===== config.mk =====
export PLATFORM = sky130hd
export DESIGN_NAME = rc5_ir_frame_transmitter
export DESIGN_NICKNAME = d
export VERILOG_FILES = /design/src/sv/rc5ir_pkg.sv /design/src/sv/rc5ir_cfg.sv /design/src/sv/rc5ir_engine.sv /design/src/sv/rc5ir_out_reg.sv /design/src/sv/rc5_ir_frame_transmitter.sv
export SDC_FILE = /design/constraint.sdc
export NUM_CORES = 1
export LEC_CHECK = 0
export ABC_AREA = 1
export ABC_CLOCK_PERIOD_IN_PS = 5700
export BUFFER_PORTS_ARGS = -buffer_cell sky130_fd_sc_hd__clkbuf_2
export CORE_ASPECT_RATIO = 0.9
export CORE_UTILIZATION = 57
export CTS_CLUSTER_DIAMETER = 200
export DETAILED_ROUTE_END_ITERATION = 6
export PLACE_DENSITY = 0.77
export RECOVER_POWER = 50
export SYNTH_ARGS = -nofsm -noshare
export SYNTH_HDL_FRONTEND = slang
export SYNTH_SLANG_ARGS = --single-unit

===== constraint.sdc =====
create_clock -name clk_i -period 5.7 [get_ports clk_i]
set_input_delay 0 -clock clk_i [delete_from_list [all_inputs] [get_ports clk_i]]
set_output_delay 0 -clock clk_i [all_outputs]
set_load 0.005 [all_outputs]

===== src/sv/rc5ir_pkg.sv =====
// ----------------------------------------------------------------------------
// rc5ir_pkg: shared types and constants of the RC-5 frame transmitter
// Function codes, register indexes, frame constants and the structs that
// travel between the configuration block, the engine and the output stage.
// ----------------------------------------------------------------------------
`timescale 1ns / 1ps

package rc5ir_pkg;

  // Default width of the half-bit timer
  localparam int TIMER_BITS_DEF = 16;

  // Frame layout
  localparam int FRAME_BITS = 14;
  localparam int BITS_W     = 4;
  localparam int ADDR_W     = 5;
  localparam int CMD_W      = 6;

  // Configuration port
  localparam int CFG_IDX_W  = 4;
  localparam int CFG_DATA_W = 16;
  localparam int HALF_REG_W = 16;
  localparam int CARR_W     = 8;

  // Reset values of the timing registers
  localparam logic [HALF_REG_W-1:0] SPACE_TICKS_RST = 16'd864;
  localparam logic [HALF_REG_W-1:0] MARK_TICKS_RST  = 16'd760;
  localparam logic [CARR_W-1:0]     CARR_HIGH_RST   = 8'd10;
  localparam logic [CARR_W-1:0]     CARR_LOW_RST    = 8'd10;

  // Item function codes
  typedef enum logic [1:0] {
    FUNC_TICK      = 2'd0,
    FUNC_START     = 2'd1,
    FUNC_SET_LEVEL = 2'd2
  } func_e;

  // Register indexes
  typedef enum logic [CFG_IDX_W-1:0] {
    REG_SPACE_TICKS = 4'd0,
    REG_MARK_TICKS  = 4'd1,
    REG_CARR_HIGH   = 4'd2,
    REG_CARR_LOW    = 4'd3
  } reg_idx_e;

  // Timing settings seen by the engine
  typedef struct packed {
    logic [HALF_REG_W-1:0] space_ticks;
    logic [HALF_REG_W-1:0] mark_ticks;
    logic [CARR_W-1:0]     carr_high;
    logic [CARR_W-1:0]     carr_low;
  } cfg_t;

  // One result transaction
  typedef struct packed {
    logic ir_level;
    logic busy_res;
    logic accepted;
    logic frame_done;
  } result_t;

  // Carrier phase length: zero counts as one tick
  function automatic logic [CARR_W-1:0] carr_dur(input logic [CARR_W-1:0] v);
    carr_dur = (v == '0) ? {{(CARR_W-1){1'b0}}, 1'b1} : v;
  endfunction

endpackage


===== src/sv/rc5ir_cfg.sv =====
// ----------------------------------------------------------------------------
// rc5ir_cfg: timing register file
// Holds the four timing registers and takes writes from the config channel.
// ----------------------------------------------------------------------------
`timescale 1ns / 1ps

module rc5ir_cfg import rc5ir_pkg::*; (
  input  logic                  clk_i,
  input  logic                  rst_ni,
  input  logic                  cfg_valid_i,
  output logic                  cfg_ready_o,
  input  logic [CFG_IDX_W-1:0]  cfg_index_i,
  input  logic [CFG_DATA_W-1:0] cfg_data_i,
  output cfg_t                  cfg_o
);

  cfg_t cfg_q, cfg_d;
  logic wr_en;

  // Always take a write transaction
  assign cfg_ready_o = 1'b1;
  assign wr_en       = cfg_valid_i & cfg_ready_o;

  // Decode the register index; drop unknown indexes
  always_comb begin
    cfg_d = cfg_q;
    if (wr_en) begin
      case (reg_idx_e'(cfg_index_i))
        REG_SPACE_TICKS: cfg_d.space_ticks = cfg_data_i[HALF_REG_W-1:0];
        REG_MARK_TICKS:  cfg_d.mark_ticks  = cfg_data_i[HALF_REG_W-1:0];
        REG_CARR_HIGH:   cfg_d.carr_high   = cfg_data_i[CARR_W-1:0];
        REG_CARR_LOW:    cfg_d.carr_low    = cfg_data_i[CARR_W-1:0];
        default:         cfg_d = cfg_q;
      endcase
    end
  end

  always_ff @(posedge clk_i or negedge rst_ni) begin
    if (!rst_ni) begin
      cfg_q.space_ticks <= SPACE_TICKS_RST;
      cfg_q.mark_ticks  <= MARK_TICKS_RST;
      cfg_q.carr_high   <= CARR_HIGH_RST;
      cfg_q.carr_low    <= CARR_LOW_RST;
    end else begin
      cfg_q <= cfg_d;
    end
  end

  assign cfg_o = cfg_q;

endmodule


===== src/sv/rc5ir_engine.sv =====
// ----------------------------------------------------------------------------
// rc5ir_engine: frame state and single-pass next-state logic
// Holds the frame shifter, half-bit and carrier timers and computes the new
// state and the result of one transaction combinationally.
// ----------------------------------------------------------------------------
`timescale 1ns / 1ps

module rc5ir_engine import rc5ir_pkg::*; #(
  parameter int TIMER_BITS = TIMER_BITS_DEF
) (
  input  logic              clk_i,
  input  logic              rst_ni,
  input  logic              in_fire_i,
  input  logic [1:0]        func_i,
  input  logic [ADDR_W-1:0] address_i,
  input  logic [CMD_W-1:0]  command_i,
  input  logic              level_i,
  input  cfg_t              cfg_i,
  output result_t           res_o
);

  logic [FRAME_BITS-1:0] shift_q, shift_d;
  logic [BITS_W-1:0]     bits_q, bits_d;
  logic                  sh_q, sh_d;
  logic [TIMER_BITS-1:0] ht_q, ht_d;
  logic [CARR_W-1:0]     ct_q, ct_d;
  logic                  cp_q, cp_d;
  logic                  tog_q, tog_d;
  logic                  send_q, send_d;
  logic                  idle_q, idle_d;

  logic [TIMER_BITS-1:0] mark_dur, space_dur;
  logic [CARR_W-1:0]     high_dur, low_dur;
  logic                  mark_q;
  logic                  mark_d;

  // Half-bit length: mask to the timer width, zero counts as one tick
  function automatic logic [TIMER_BITS-1:0] half_dur(input logic [HALF_REG_W-1:0] v);
    logic [TIMER_BITS+HALF_REG_W-1:0] w;
    logic [TIMER_BITS-1:0]            t;
    w = {{TIMER_BITS{1'b0}}, v};
    t = w[TIMER_BITS-1:0];
    half_dur = (t == '0) ? {{(TIMER_BITS-1){1'b0}}, 1'b1} : t;
  endfunction

  assign mark_dur  = half_dur(cfg_i.mark_ticks);
  assign space_dur = half_dur(cfg_i.space_ticks);
  assign high_dur  = carr_dur(cfg_i.carr_high);
  assign low_dur   = carr_dur(cfg_i.carr_low);

  // A burst half is the first half of a zero or the second half of a one
  assign mark_q = sh_q ? shift_q[FRAME_BITS-1] : ~shift_q[FRAME_BITS-1];

  // Advance the state for one transaction
  always_comb begin
    logic                  do_load;
    logic                  load_mark;
    logic [CARR_W-1:0]     ct_n;
    logic [TIMER_BITS-1:0] ht_n;
    do_load   = 1'b0;
    load_mark = 1'b0;
    ct_n      = ct_q;
    ht_n      = ht_q;
    shift_d   = shift_q;
    bits_d    = bits_q;
    sh_d      = sh_q;
    ht_d      = ht_q;
    ct_d      = ct_q;
    cp_d      = cp_q;
    tog_d     = tog_q;
    send_d    = send_q;
    idle_d    = idle_q;
    res_o.accepted   = 1'b0;
    res_o.frame_done = 1'b0;

    case (func_e'(func_i))
      FUNC_TICK: begin
        if (send_q) begin
          // Carrier runs only during a burst half
          if (mark_q) begin
            ct_n = (ct_q != '0) ? ct_q - 1'b1 : ct_q;
            if (ct_n == '0) begin
              cp_d = ~cp_q;
              ct_n = cp_d ? high_dur : low_dur;
            end
            ct_d = ct_n;
          end
          ht_n = (ht_q != '0) ? ht_q - 1'b1 : ht_q;
          ht_d = ht_n;
          if (ht_n == '0) begin
            if (!sh_q) begin
              sh_d      = 1'b1;
              do_load   = 1'b1;
              load_mark = shift_q[FRAME_BITS-1];
            end else begin
              sh_d    = 1'b0;
              shift_d = {shift_q[FRAME_BITS-2:0], 1'b0};
              bits_d  = bits_q - 1'b1;
              if (bits_d == '0) begin
                send_d           = 1'b0;
                res_o.frame_done = 1'b1;
                ht_d             = '0;
                ct_d             = '0;
                cp_d             = 1'b0;
              end else begin
                do_load   = 1'b1;
                load_mark = ~shift_q[FRAME_BITS-2];
              end
            end
          end
        end
      end
      FUNC_START: begin
        if (!send_q) begin
          tog_d          = ~tog_q;
          shift_d        = {2'b11, tog_d, address_i, command_i};
          bits_d         = BITS_W'(FRAME_BITS);
          sh_d           = 1'b0;
          send_d         = 1'b1;
          do_load        = 1'b1;
          load_mark      = 1'b0;
          res_o.accepted = 1'b1;
        end
      end
      FUNC_SET_LEVEL: begin
        if (!send_q) begin
          idle_d         = level_i;
          res_o.accepted = 1'b1;
        end
      end
      default: begin
        res_o.accepted = 1'b0;
      end
    endcase

    // Load the timers for a new half-bit
    if (do_load) begin
      if (load_mark) begin
        ht_d = mark_dur;
        cp_d = 1'b1;
        ct_d = high_dur;
      end else begin
        ht_d = space_dur;
        cp_d = 1'b0;
        ct_d = '0;
      end
    end

    // Pin level after this transaction
    mark_d         = sh_d ? shift_d[FRAME_BITS-1] : ~shift_d[FRAME_BITS-1];
    res_o.ir_level = send_d ? (mark_d & cp_d) : idle_d;
    res_o.busy_res = send_d;
  end

  // Commit the state on an accepted transaction
  always_ff @(posedge clk_i or negedge rst_ni) begin
    if (!rst_ni) begin
      shift_q <= '0;
      bits_q  <= '0;
      sh_q    <= 1'b0;
      ht_q    <= '0;
      ct_q    <= '0;
      cp_q    <= 1'b0;
      tog_q   <= 1'b0;
      send_q  <= 1'b0;
      idle_q  <= 1'b0;
    end else if (in_fire_i) begin
      shift_q <= shift_d;
      bits_q  <= bits_d;
      sh_q    <= sh_d;
      ht_q    <= ht_d;
      ct_q    <= ct_d;
      cp_q    <= cp_d;
      tog_q   <= tog_d;
      send_q  <= send_d;
      idle_q  <= idle_d;
    end
  end

  // Timers are cleared whenever no frame is on the air
  a_idle_timers_clear: assert property (@(posedge clk_i) disable iff (!rst_ni)
    !send_q |-> (ht_q == '0) && (ct_q == '0) && !cp_q)
    else $error("timers not cleared while idle");

  // A frame in flight always has bits left and a running half timer
  a_busy_counts: assert property (@(posedge clk_i) disable iff (!rst_ni)
    send_q |-> (bits_q != '0) && (ht_q != '0))
    else $error("frame in flight with empty counters");

  // Frame end comes only from a tick of the last half and leaves the engine idle
  a_done_ends_frame: assert property (@(posedge clk_i) disable iff (!rst_ni)
    (in_fire_i && res_o.frame_done) |=> !send_q && (bits_q == '0))
    else $error("frame end did not return to idle");

endmodule


===== src/sv/rc5ir_out_reg.sv =====
// ----------------------------------------------------------------------------
// rc5ir_out_reg: result register
// Holds one result transaction until the consumer takes it, and opens the
// input side whenever the register is empty or being emptied.
// ----------------------------------------------------------------------------
`timescale 1ns / 1ps

module rc5ir_out_reg import rc5ir_pkg::*; (
  input  logic    clk_i,
  input  logic    rst_ni,
  input  logic    in_valid_i,
  output logic    in_ready_o,
  input  result_t res_i,
  output logic    out_valid_o,
  input  logic    out_ready_i,
  output result_t res_o
);

  logic    valid_q, valid_d;
  result_t res_q;
  logic    load;

  assign in_ready_o = ~valid_q | out_ready_i;
  assign load       = in_valid_i & in_ready_o;

  // Fill on load, drain when taken
  always_comb begin
    valid_d = valid_q;
    if (load) begin
      valid_d = 1'b1;
    end else if (out_ready_i) begin
      valid_d = 1'b0;
    end
  end

  always_ff @(posedge clk_i or negedge rst_ni) begin
    if (!rst_ni) begin
      valid_q <= 1'b0;
    end else begin
      valid_q <= valid_d;
    end
  end

  // Capture the payload on load
  always_ff @(posedge clk_i) begin
    if (load) begin
      res_q <= res_i;
    end
  end

  assign out_valid_o = valid_q;
  assign res_o       = res_q;

endmodule


===== src/sv/rc5_ir_frame_transmitter.sv =====
// ----------------------------------------------------------------------------
// rc5_ir_frame_transmitter: RC-5 infrared frame transmitter
// Builds 14-bit RC-5 frames and drives them Manchester coded with a carrier.
// ----------------------------------------------------------------------------
// The block takes one transaction per clock cycle, tick, start or set-level,
// while in_ready_o is high, and returns exactly one result for each, in the
// cycle after acceptance, from a single result register. The whole state
// update for a transaction is done combinationally, so ticks may arrive back
// to back; in_ready_o is low only while the result register holds a result
// that has not been taken. The pin level reported is the level after the
// transaction. Timing registers are written through the config channel, which
// is always ready; write them only while no frame is in flight.
`timescale 1ns / 1ps

module rc5_ir_frame_transmitter import rc5ir_pkg::*; #(
  parameter int TIMER_BITS = TIMER_BITS_DEF
) (
  input  logic                  clk_i,
  input  logic                  rst_ni,
  // Configuration channel
  input  logic                  cfg_valid_i,
  output logic                  cfg_ready_o,
  input  logic [CFG_IDX_W-1:0]  cfg_index_i,
  input  logic [CFG_DATA_W-1:0] cfg_data_i,
  // Input channel
  input  logic                  in_valid_i,
  output logic                  in_ready_o,
  input  logic [1:0]            func_i,
  input  logic [ADDR_W-1:0]     address_i,
  input  logic [CMD_W-1:0]      command_i,
  input  logic                  level_i,
  // Output channel
  output logic                  out_valid_o,
  input  logic                  out_ready_i,
  output logic                  ir_level_o,
  output logic                  busy_res_o,
  output logic                  accepted_o,
  output logic                  frame_done_o
);

  cfg_t    cfg;
  result_t res_next;
  result_t res_out;
  logic    in_fire;

  assign in_fire = in_valid_i & in_ready_o;

  rc5ir_cfg u_cfg (
    .clk_i       (clk_i),
    .rst_ni      (rst_ni),
    .cfg_valid_i (cfg_valid_i),
    .cfg_ready_o (cfg_ready_o),
    .cfg_index_i (cfg_index_i),
    .cfg_data_i  (cfg_data_i),
    .cfg_o       (cfg)
  );

  rc5ir_engine #(
    .TIMER_BITS (TIMER_BITS)
  ) u_engine (
    .clk_i     (clk_i),
    .rst_ni    (rst_ni),
    .in_fire_i (in_fire),
    .func_i    (func_i),
    .address_i (address_i),
    .command_i (command_i),
    .level_i   (level_i),
    .cfg_i     (cfg),
    .res_o     (res_next)
  );

  rc5ir_out_reg u_out_reg (
    .clk_i       (clk_i),
    .rst_ni      (rst_ni),
    .in_valid_i  (in_valid_i),
    .in_ready_o  (in_ready_o),
    .res_i       (res_next),
    .out_valid_o (out_valid_o),
    .out_ready_i (out_ready_i),
    .res_o       (res_out)
  );

  assign ir_level_o   = res_out.ir_level;
  assign busy_res_o   = res_out.busy_res;
  assign accepted_o   = res_out.accepted;
  assign frame_done_o = res_out.frame_done;

endmodule

==> summary by stage, run 1 <==
Outcome
The run finished, with violations left. The final reports fail on capacitance limit, slew limit.

Worst setup path
Counting cells, the worst reg-to-reg path comes to 16. The worst setup path is of the flop to flop kind. The top fanout value on the critical path is 31. The worst setup path is launched from a flop. The element type at the critical path end is a flop. The destination of the worst register-to-register timing path is u_out_reg.res_o[3]. In this run the worst setup path begins at u_engine.ht_q[0]. STA puts the critical path data arrival time at ~3.5 ns.

The origin of the critical flop-to-flop path is u_engine.ht_q[0]. The data required time of the critical path is 5.80 ns. The setup check on the worst reg-to-reg path leaves a slack of between 2 and 2.5 ns.

Die
The die covers 11000 um2. The chip height is between 90 and 100 um. During I/O placement, the number of pins put on the boundary was 46. The core box area is ~10000 um2. The width of the chip is between 100 and 150 um. After floorplanning, the core was divided into 35 placement rows. The effective utilization at floorplan is 58.6%.

Worst hold path
The startpoint identified for the worst hold timing path is in_valid_i. The endpoint of the worst hold-timing path is u_out_reg.out_valid_o. The instance count along the most critical hold path is 3. The path type of the worst min-delay path is input port to flop.

Global route
The global router's overall resource usage is 29.4%. The number of antenna violations at the first check in global routing is 0. The number of global-route vias before repair came to ~5100.

The pin count of the biggest net entering global routing is 58. Summed over all layers, the global routing overflow is 0. The first global-routing pass estimated roughly 25 mm of wire.

Finish
The top cell types in the final layout, fill and taps aside, are nand2_1, o21ai_0, nor2_1. Of the cells placed in the final design, the portion with a size suffix greater than 1 is ~12%. After routing the design area is 6830 um2. The most common cell after layout, fill and taps aside is nand2_1. The layout net count is a little over 900. The antenna diode count is 0. From synthesis to final layout, the design area changed by 13.8%.

CTS
The hold buffer count at cts is 30. CTS built an H-tree with a depth of 3. The number of clock sinks is 100. Post-CTS timing repair inserted 0 buffers for setup. TritonCTS built the clock tree. The CTS clock-pin slew for the worst setup and hold paths is about 0.07 ns. The cell sitting at the root of the clock tree is a clkbuf_16.

Once the clock tree was built, the resizer swapped 0 gates to a different size. The CTS buffer count is 9. The insertion delay to the later sink of the worst-skew pair is approximately 0.34 ns.

Counting along the longest clock path gives a buffer depth of 2.

Synth
The gate count of the mapped netlist is between 800 and 900. The fraction of post-synthesis cell area in the top cell type by area is between 30% and 40%. The synthesis warning total is 0. The net count after synthesis is between 800 and 900. The adder and majority gate portion of the synthesized area is between 1.5 and 2%.

The synthesized netlist devotes 13.9% of its cell area to compound gates. The sequential cell area fraction in the yosys report is between 40% and 50%. The count of flip-flops with a built-in enable after synthesis is 4. The per-instance average area after synthesis is approximately 7.3 um2.

In this run, synthesis produced a sequential element count of 100. The largest family of logic cells by synthesized area is simple AND/OR/NAND/NOR gates. The area fraction in and, or, nand and nor cells after synthesis is between 30% and 40%. By area the synthesized netlist is led by dfrtp_1, nand2_1, o21ai_0, dfstp_2, nor2_1. The synthesized design spends more area on one cell type than any other, namely dfrtp_1.

The synthesized netlist occupies a cell area of ~6000 um2. The top flip-flop cell by instance count after synthesis is dfrtp_1. Summing the areas of all xor and xnor instances in the mapped netlist gives under 10% of the synthesized area. The async set-or-reset flop fraction in the synthesized netlist is between 90% and 100%. The multiplexer share of the synthesized area is less than 1%. Yosys mapped the design onto 43 distinct sky130hd cell types.

Route
The detailed router finished its first iteration with between 400 and 500 violations. The total length of routed wires is approximately 15 mm. The routed via count divided by cell count is roughly 5.6. The remaining number of nets flagged by the antenna check after routing is 0. In the routed design, unresolved DRC markers number 0. The count of TritonRoute iterations in the first routing pass is 6. In the final routed layout, each cell accounts on average for 14.6 um. The count of vias placed by the detailed router is about 5600.

Timing
The relative slew slack is -56.3%. The fmax is 296 MHz. For the pin with the worst max-slew slack, the measured transition is roughly 2.3 ns.

The shortest period the worst path allows is approximately 3.4 ns. The period utilization is about three fifths. The final-report hold violation count is 0.

Setup repair after global routing left no endpoint under its margin. The count of pins over their slew limit was 41. The worst-case clock skew is between 0.008 and 0.009 ns.

In the final timing run, aggregate negative setup slack is 0 ns. The total of endpoints with negative setup slack in the final report is 0.

Pwr
The power per cell area is 394 nW/um2. For this design the static power due to leakage is roughly 3.3 nW. The overall power is 0.00269 W. Across the VDD grid, the largest voltage drop is between 0.2 and 0.25 mV.

Placed design
After legalization and detailed placement, the total HPWL measured between 10 and 15 mm. The placed instances occupy a cell area of a little over 6000 um2. The count of input and output buffers is 44. At the end of routability-driven placement, the weighted congestion stood at roughly 0.90.

Job
The max capacitance violation total is 1.
[sequential cells by signal, indices dropped and copies added (netlist names)]
| register | count |
|---|---|
| u_engine.shift_q | 14 |
| u_engine.bits_q | 4 |
| u_engine.ct_q | 8 |
| u_engine.idle_q | 1 |
| u_engine.cp_q | 1 |
| u_engine.ht_q | 16 |
| u_out_reg.out_valid_o | 1 |
| u_cfg.cfg_o | 48 |
| u_out_reg.res_o | 4 |
| u_engine.send_q | 1 |
| u_engine.tog_q | 1 |
| u_engine.sh_q | 1 |
[logic make-up after synthesis]
| kind of cell | after synthesis |
|---|---|
| AO/OA/AOI/OAI | 155 |
| adder cells (fa/ha/maj) | 8 |
| multiplexers | 1 |
| flip-flops | 100 |
| AND/OR/NAND/NOR | 438 |
| buffers and inverters | 114 |
| other | 1 |
| XOR/XNOR | 7 |
[where the power goes]
group | leakage [nW] | internal, W | switching [W]
Combinational | 2.02 | 0.000339 | 0.000546
Sequential | 1.17 | 0.000937 | 0.000229
Clock | 0.152 | 0.000360 | 0.000282
Total | 3.34 | 0.00164 | 0.00106
[through the flow]
stage	worst slack [ns]	hold WS [ns]	instances	util [%]
after floorplan	3.42	-0.296	824	-
after global placement	2.41	0.0289	966	60.7
after detailed placement	2.32	0.0292	966	60.7
after CTS	2.32	0.0681	1012	66.8
after global routing	1.71	0.0994	1012	66.7
final	2.33	0.0692	1012	66.7
[worst max-delay path by stage]
stage	endpoint	depth (start not counted)	slack (ns)
floorplan	u_out_reg.res_o[3]	18	3.42
global placement	u_out_reg.res_o[3]	16	2.41
detailed placement	u_out_reg.res_o[3]	16	2.32
CTS	u_out_reg.res_o[3]	16	2.32
global route	u_engine.ht_q[6]	3	1.71
finish	u_out_reg.res_o[3]	16	2.33
[routing by layer]
metal / global-route usage [%] / part of all wire (%) / vias to the layer above
met5: 0 / 0 / -
met4: 4.76 / 0.68 / 0
met3: 4.59 / 6.8 / 10
met2: 41.1 / 42 / 210
met1: 48.4 / 50 / 2603
li1: - / - / 2807
[synth_stat cells, drive strengths merged (8+ instances only)]
cell type and number:
nor2 100, ha 8, dfrtp 82, o21ai 102, clkbuf 20, buf 12
nand3 37, nand4 34, dfstp 14, a21oi 30, nand2 246, nor4 9
a31oi 14, inv 80
[worst max-delay path, stage by stage (launching register included)]
cell and delay (ns):
dfrtp_1 0.39, inv_1 0.17, ha_1 0.26, nand2_4 0.11, inv_2 0.09, nand2_1 0.07
nor2_1 0.18, o21bai_1 0.15, nand3_1 0.15, nor2_4 0.23, nand3_1 0.10, nand2_1 0.66
inv_2 0.18, nand3_1 0.15, a21oi_1 0.07, nand2_1 0.09, nand2_1 0.05
[cell type report]
type	count	area, um2
flip-flops and latches	100	2540
clock buffers	10	239
multi-input cells	610	2980
inverters	82	309
repair buffers	75	522
clock inverters	6	80.1
fillers	871	3410
well taps	129	161
Note: power is estimated with default switching activity, not from simulation.
==> inputs of run 2 (changes only) <==
ABC_CLOCK_PERIOD_IN_PS = 2900   (was 5700)
CORE_UTILIZATION = 55   (was 57)
PLACE_DENSITY = 0.78   (was 0.77)
clock period = 2.9 ns   (was 5.7 ns; I/O delays follow)
==> run 2 against run 1 <==
  * The run ends with hold timing left
  * Clock-buffer cell count increased by 1
  * Cell count increased by 0.79%
  * Register-to-register slack got worse by 2.1 ns
==> summary by stage, run 2 (synthesized netlist as in run 1, its figures left out) <==
Outcome
The run finished, with violations left. The checks that failed: hold timing.

Timing
The transition at the pin with the smallest max-transition slack is 1.28 ns (-1.07 ns). The worst hold slack came to -0.00687 ns (-0.0761 ns). The total of endpoints with negative setup slack in the final report came to 0 (unchanged). The count of pins over their slew limit came to 0 (-100%). The shortest period the worst path allows is 2.63 ns (-0.741 ns).

The accumulated negative setup slack is 0 ns (unchanged). The least setup slack across all paths after layout is 0.267 ns (-2.06 ns). The relative slew slack is 15.0% (+71 points). The period utilization is 90.8% (+32 points). The fmax was 380 MHz (+28%).

The worst-case clock skew is 0.00895 ns (-0.0000392 ns). The final-report hold violation count was 2 (+2). Setup repair after global routing left no endpoint under its margin.

Global route
The total congestion overflow came to 0 (unchanged). The number of global-route vias before repair is 5432 (+7.5%). The pin count of the biggest net entering global routing is 50 (-14%). The wire length of the first global-routing pass was 26.3 mm (+6.3%).

The global router's overall resource usage is 29.2% (-0.14 points). The number of antenna violations at the first check in global routing was 0 (unchanged).

Die
The number of rows created at floorplan is 35 (unchanged). The full die area is 11300 um2 (+3.6%). The width of the chip is 112 um (+1.8%). The I/O pin count came to 46 (unchanged). The effective utilization at floorplan is 57.6% (-0.99 points). The core box area is 10400 um2 (+1.7%). The chip height is 101 um (+1.8%).

Finish
The fraction of layout cells with a size suffix above 1 is 13.4% (+0.90 points). The antenna diode count was 0 (unchanged). From synthesis to final layout, the design area changed by 14.9%. The number of fillers in the final layout is 895 (+2.8%). The layout net count is 933 (+0.86%).

Leaving out fill and tap cells, the most frequent cells in the layout are nand2_1, o21ai_0, nor2_1. The most common cell after layout, fill and taps aside is nand2_1. The number of flip-flops under the largest register name is 48 (unchanged).

CTS
The number of buffers inserted to repair setup after CTS is 0 (unchanged). The CTS clock-pin slew for the worst setup and hold paths is 0.07 ns (about the same). The CTS buffer count is 9 (unchanged). The CTS tree is done. The number of clock sinks is 100 (unchanged). The tree is rooted in a clkbuf_16.

The insertion delay to the later sink of the worst-skew pair is 0.34 ns (about the same). The maximum count of clock buffers along a single path is 2 (unchanged). The number of H-tree branching levels is 3 (unchanged).

Route
The first-iteration detailed-routing DRC count is 539 (+11%). The final routed wire length divided by cell count came to 15.2 um (+4.1%). The routed via count divided by cell count came to 5.71 (+2.7%). The count of TritonRoute iterations in the first routing pass was 5 (-1).

The final routed DRC violation total came to 0 (unchanged). The remaining number of nets flagged by the antenna check after routing was 0 (unchanged). The count of vias placed by the detailed router was 5829 (+3.5%). The total length of routed wires came to 15.5 mm (+5.0%).

Pwr
The power per cell area is 779 nW/um2 (+98%). The overall power is 0.00537 W (+100%). The worst voltage drop across the vdd grid is 0.404 mV (+69%). The reported leakage power came to 3.38 nW (+1.2%).

Worst setup path
The data required time of the critical path is 3.13 ns (-2.67 ns). The worst setup path is launched from a flop. The arrival time at the worst endpoint is 2.86 ns (-0.61 ns).

The classification of the worst setup path is flop to flop. Walking the worst path, the cells encountered are inv_1 > ha_1 > nand2_4 > inv_2 > nand2_1 > nor2_1 > o21bai_1 > nand3_1 > nor2_4 > nand3_1 > nand2_2 > buf_6 > o21ai_0 > a21oi_1 > nor2_1. The standard cell with the maximum stage delay on the critical path is dfrtp_1. The worst setup path is captured at a flop.

The peak per-stage delay on the critical path came to 0.39 ns (-0.27 ns). The top fanout value on the critical path is 24 (-23%).

Placed design
The post-place setup slack is 0.214 ns (-2.10 ns). The detailed placement HPWL is 10.7 mm (+0.97%). The final estimated routing congestion in global placement is 0.954 (+6.6%). The count of input and output buffers came to 44 (unchanged).

Job
The max capacitance violation total was 0 (-1).

Worst hold path
The path type of the worst min-delay path is input port to flop.
==> run 2: cell types whose count changed in the layout (fill, tap and decap cells not counted), moves of 2 or more <==
cell           change
buf_4              +6
buf_6              +2
clkbuf_1           +2
dlygate4sd3_1      -2
==> run 2: where the power goes <==
group | leakage, nW | switching (W) | internal, W
Sequential | 1.17 | 0.000463 | 0.00184
Clock | 0.155 | 0.000533 | 0.000763
Combinational | 2.06 | 0.00109 | 0.000678
Total | 3.38 | 0.00209 | 0.00328
==> run 2: cell type report <==
type / instances / area, um2 / share of cell area [%]
Clock buffer: 11 / 233 / 3.37
Clock inverter: 5 / 82.6 / 1.20
Inverter: 82 / 313 / 4.53
Multi-Input combinational cell: 611 / 3000 / 43.4
Sequential cell: 100 / 2540 / 36.8
Tap cell: 129 / 161 / 2.34
Timing Repair Buffer: 82 / 574 / 8.32
==> run 2: worst paths after layout <==
path / end / slack (ns) / startpoint / depth (start not counted)
max: u_engine.ht_q[13] / 0.27 / u_engine.ht_q[0] / 15
max reg2reg: u_engine.ht_q[13] / 0.27 / u_engine.ht_q[0] / 15
min in group asynchronous: u_engine.shift_q[2] / 0.44 / rst_ni / 2
max in group asynchronous: u_engine.ht_q[6] / 0.68 / rst_ni / 3
min reg2reg: u_engine.tog_q / 0.49 / u_engine.tog_q / 1
min: u_cfg.cfg_o[8] / -0.007 / cfg_data_i[0] / 3
==> run 2: worst max-delay path, delay by kind of cell (launching register included) <==
family	cells	cell delay, ns
compound gates	3	0.42
fa+ha+maj	1	0.26
buf+inv	3	0.44
flops	1	0.39
simple gates	8	1.01
==> run 2: per-stage QoR <==
| stage | cell area [um2] | std cells | utilization, % |
|---|---|---|---|
| floorplan | 6010 | 824 | - |
| global placement | 6290 | 975 | 60.4 |
| detailed placement | 6290 | 975 | 60.4 |
| CTS | 6890 | 1019 | 66.1 |
| global route | 6900 | 1020 | 66.2 |
| finish | 6900 | 1020 | 66.2 |
==> run 2: per-layer routing <==
| layer | routed length (um) | part of all wire (%) | GRT usage [%] | vias up |
|---|---|---|---|---|
| li1 | - | - | - | 2830 |
| met3 | 1200 | 7.7 | 3.59 | 32 |
| met1 | 7150 | 46 | 43.4 | 2704 |
| met4 | 351 | 2.3 | 10.6 | 0 |
| met2 | 6840 | 44 | 44.5 | 263 |
| met5 | 0 | 0 | 0 | - |
==> run 2: what timing repair did <==
item	in CTS	in global routing
setup endpoints to repair	0	26
hold endpoints to repair	91	0
gates resized for setup	0	5
hold buffers	28	0
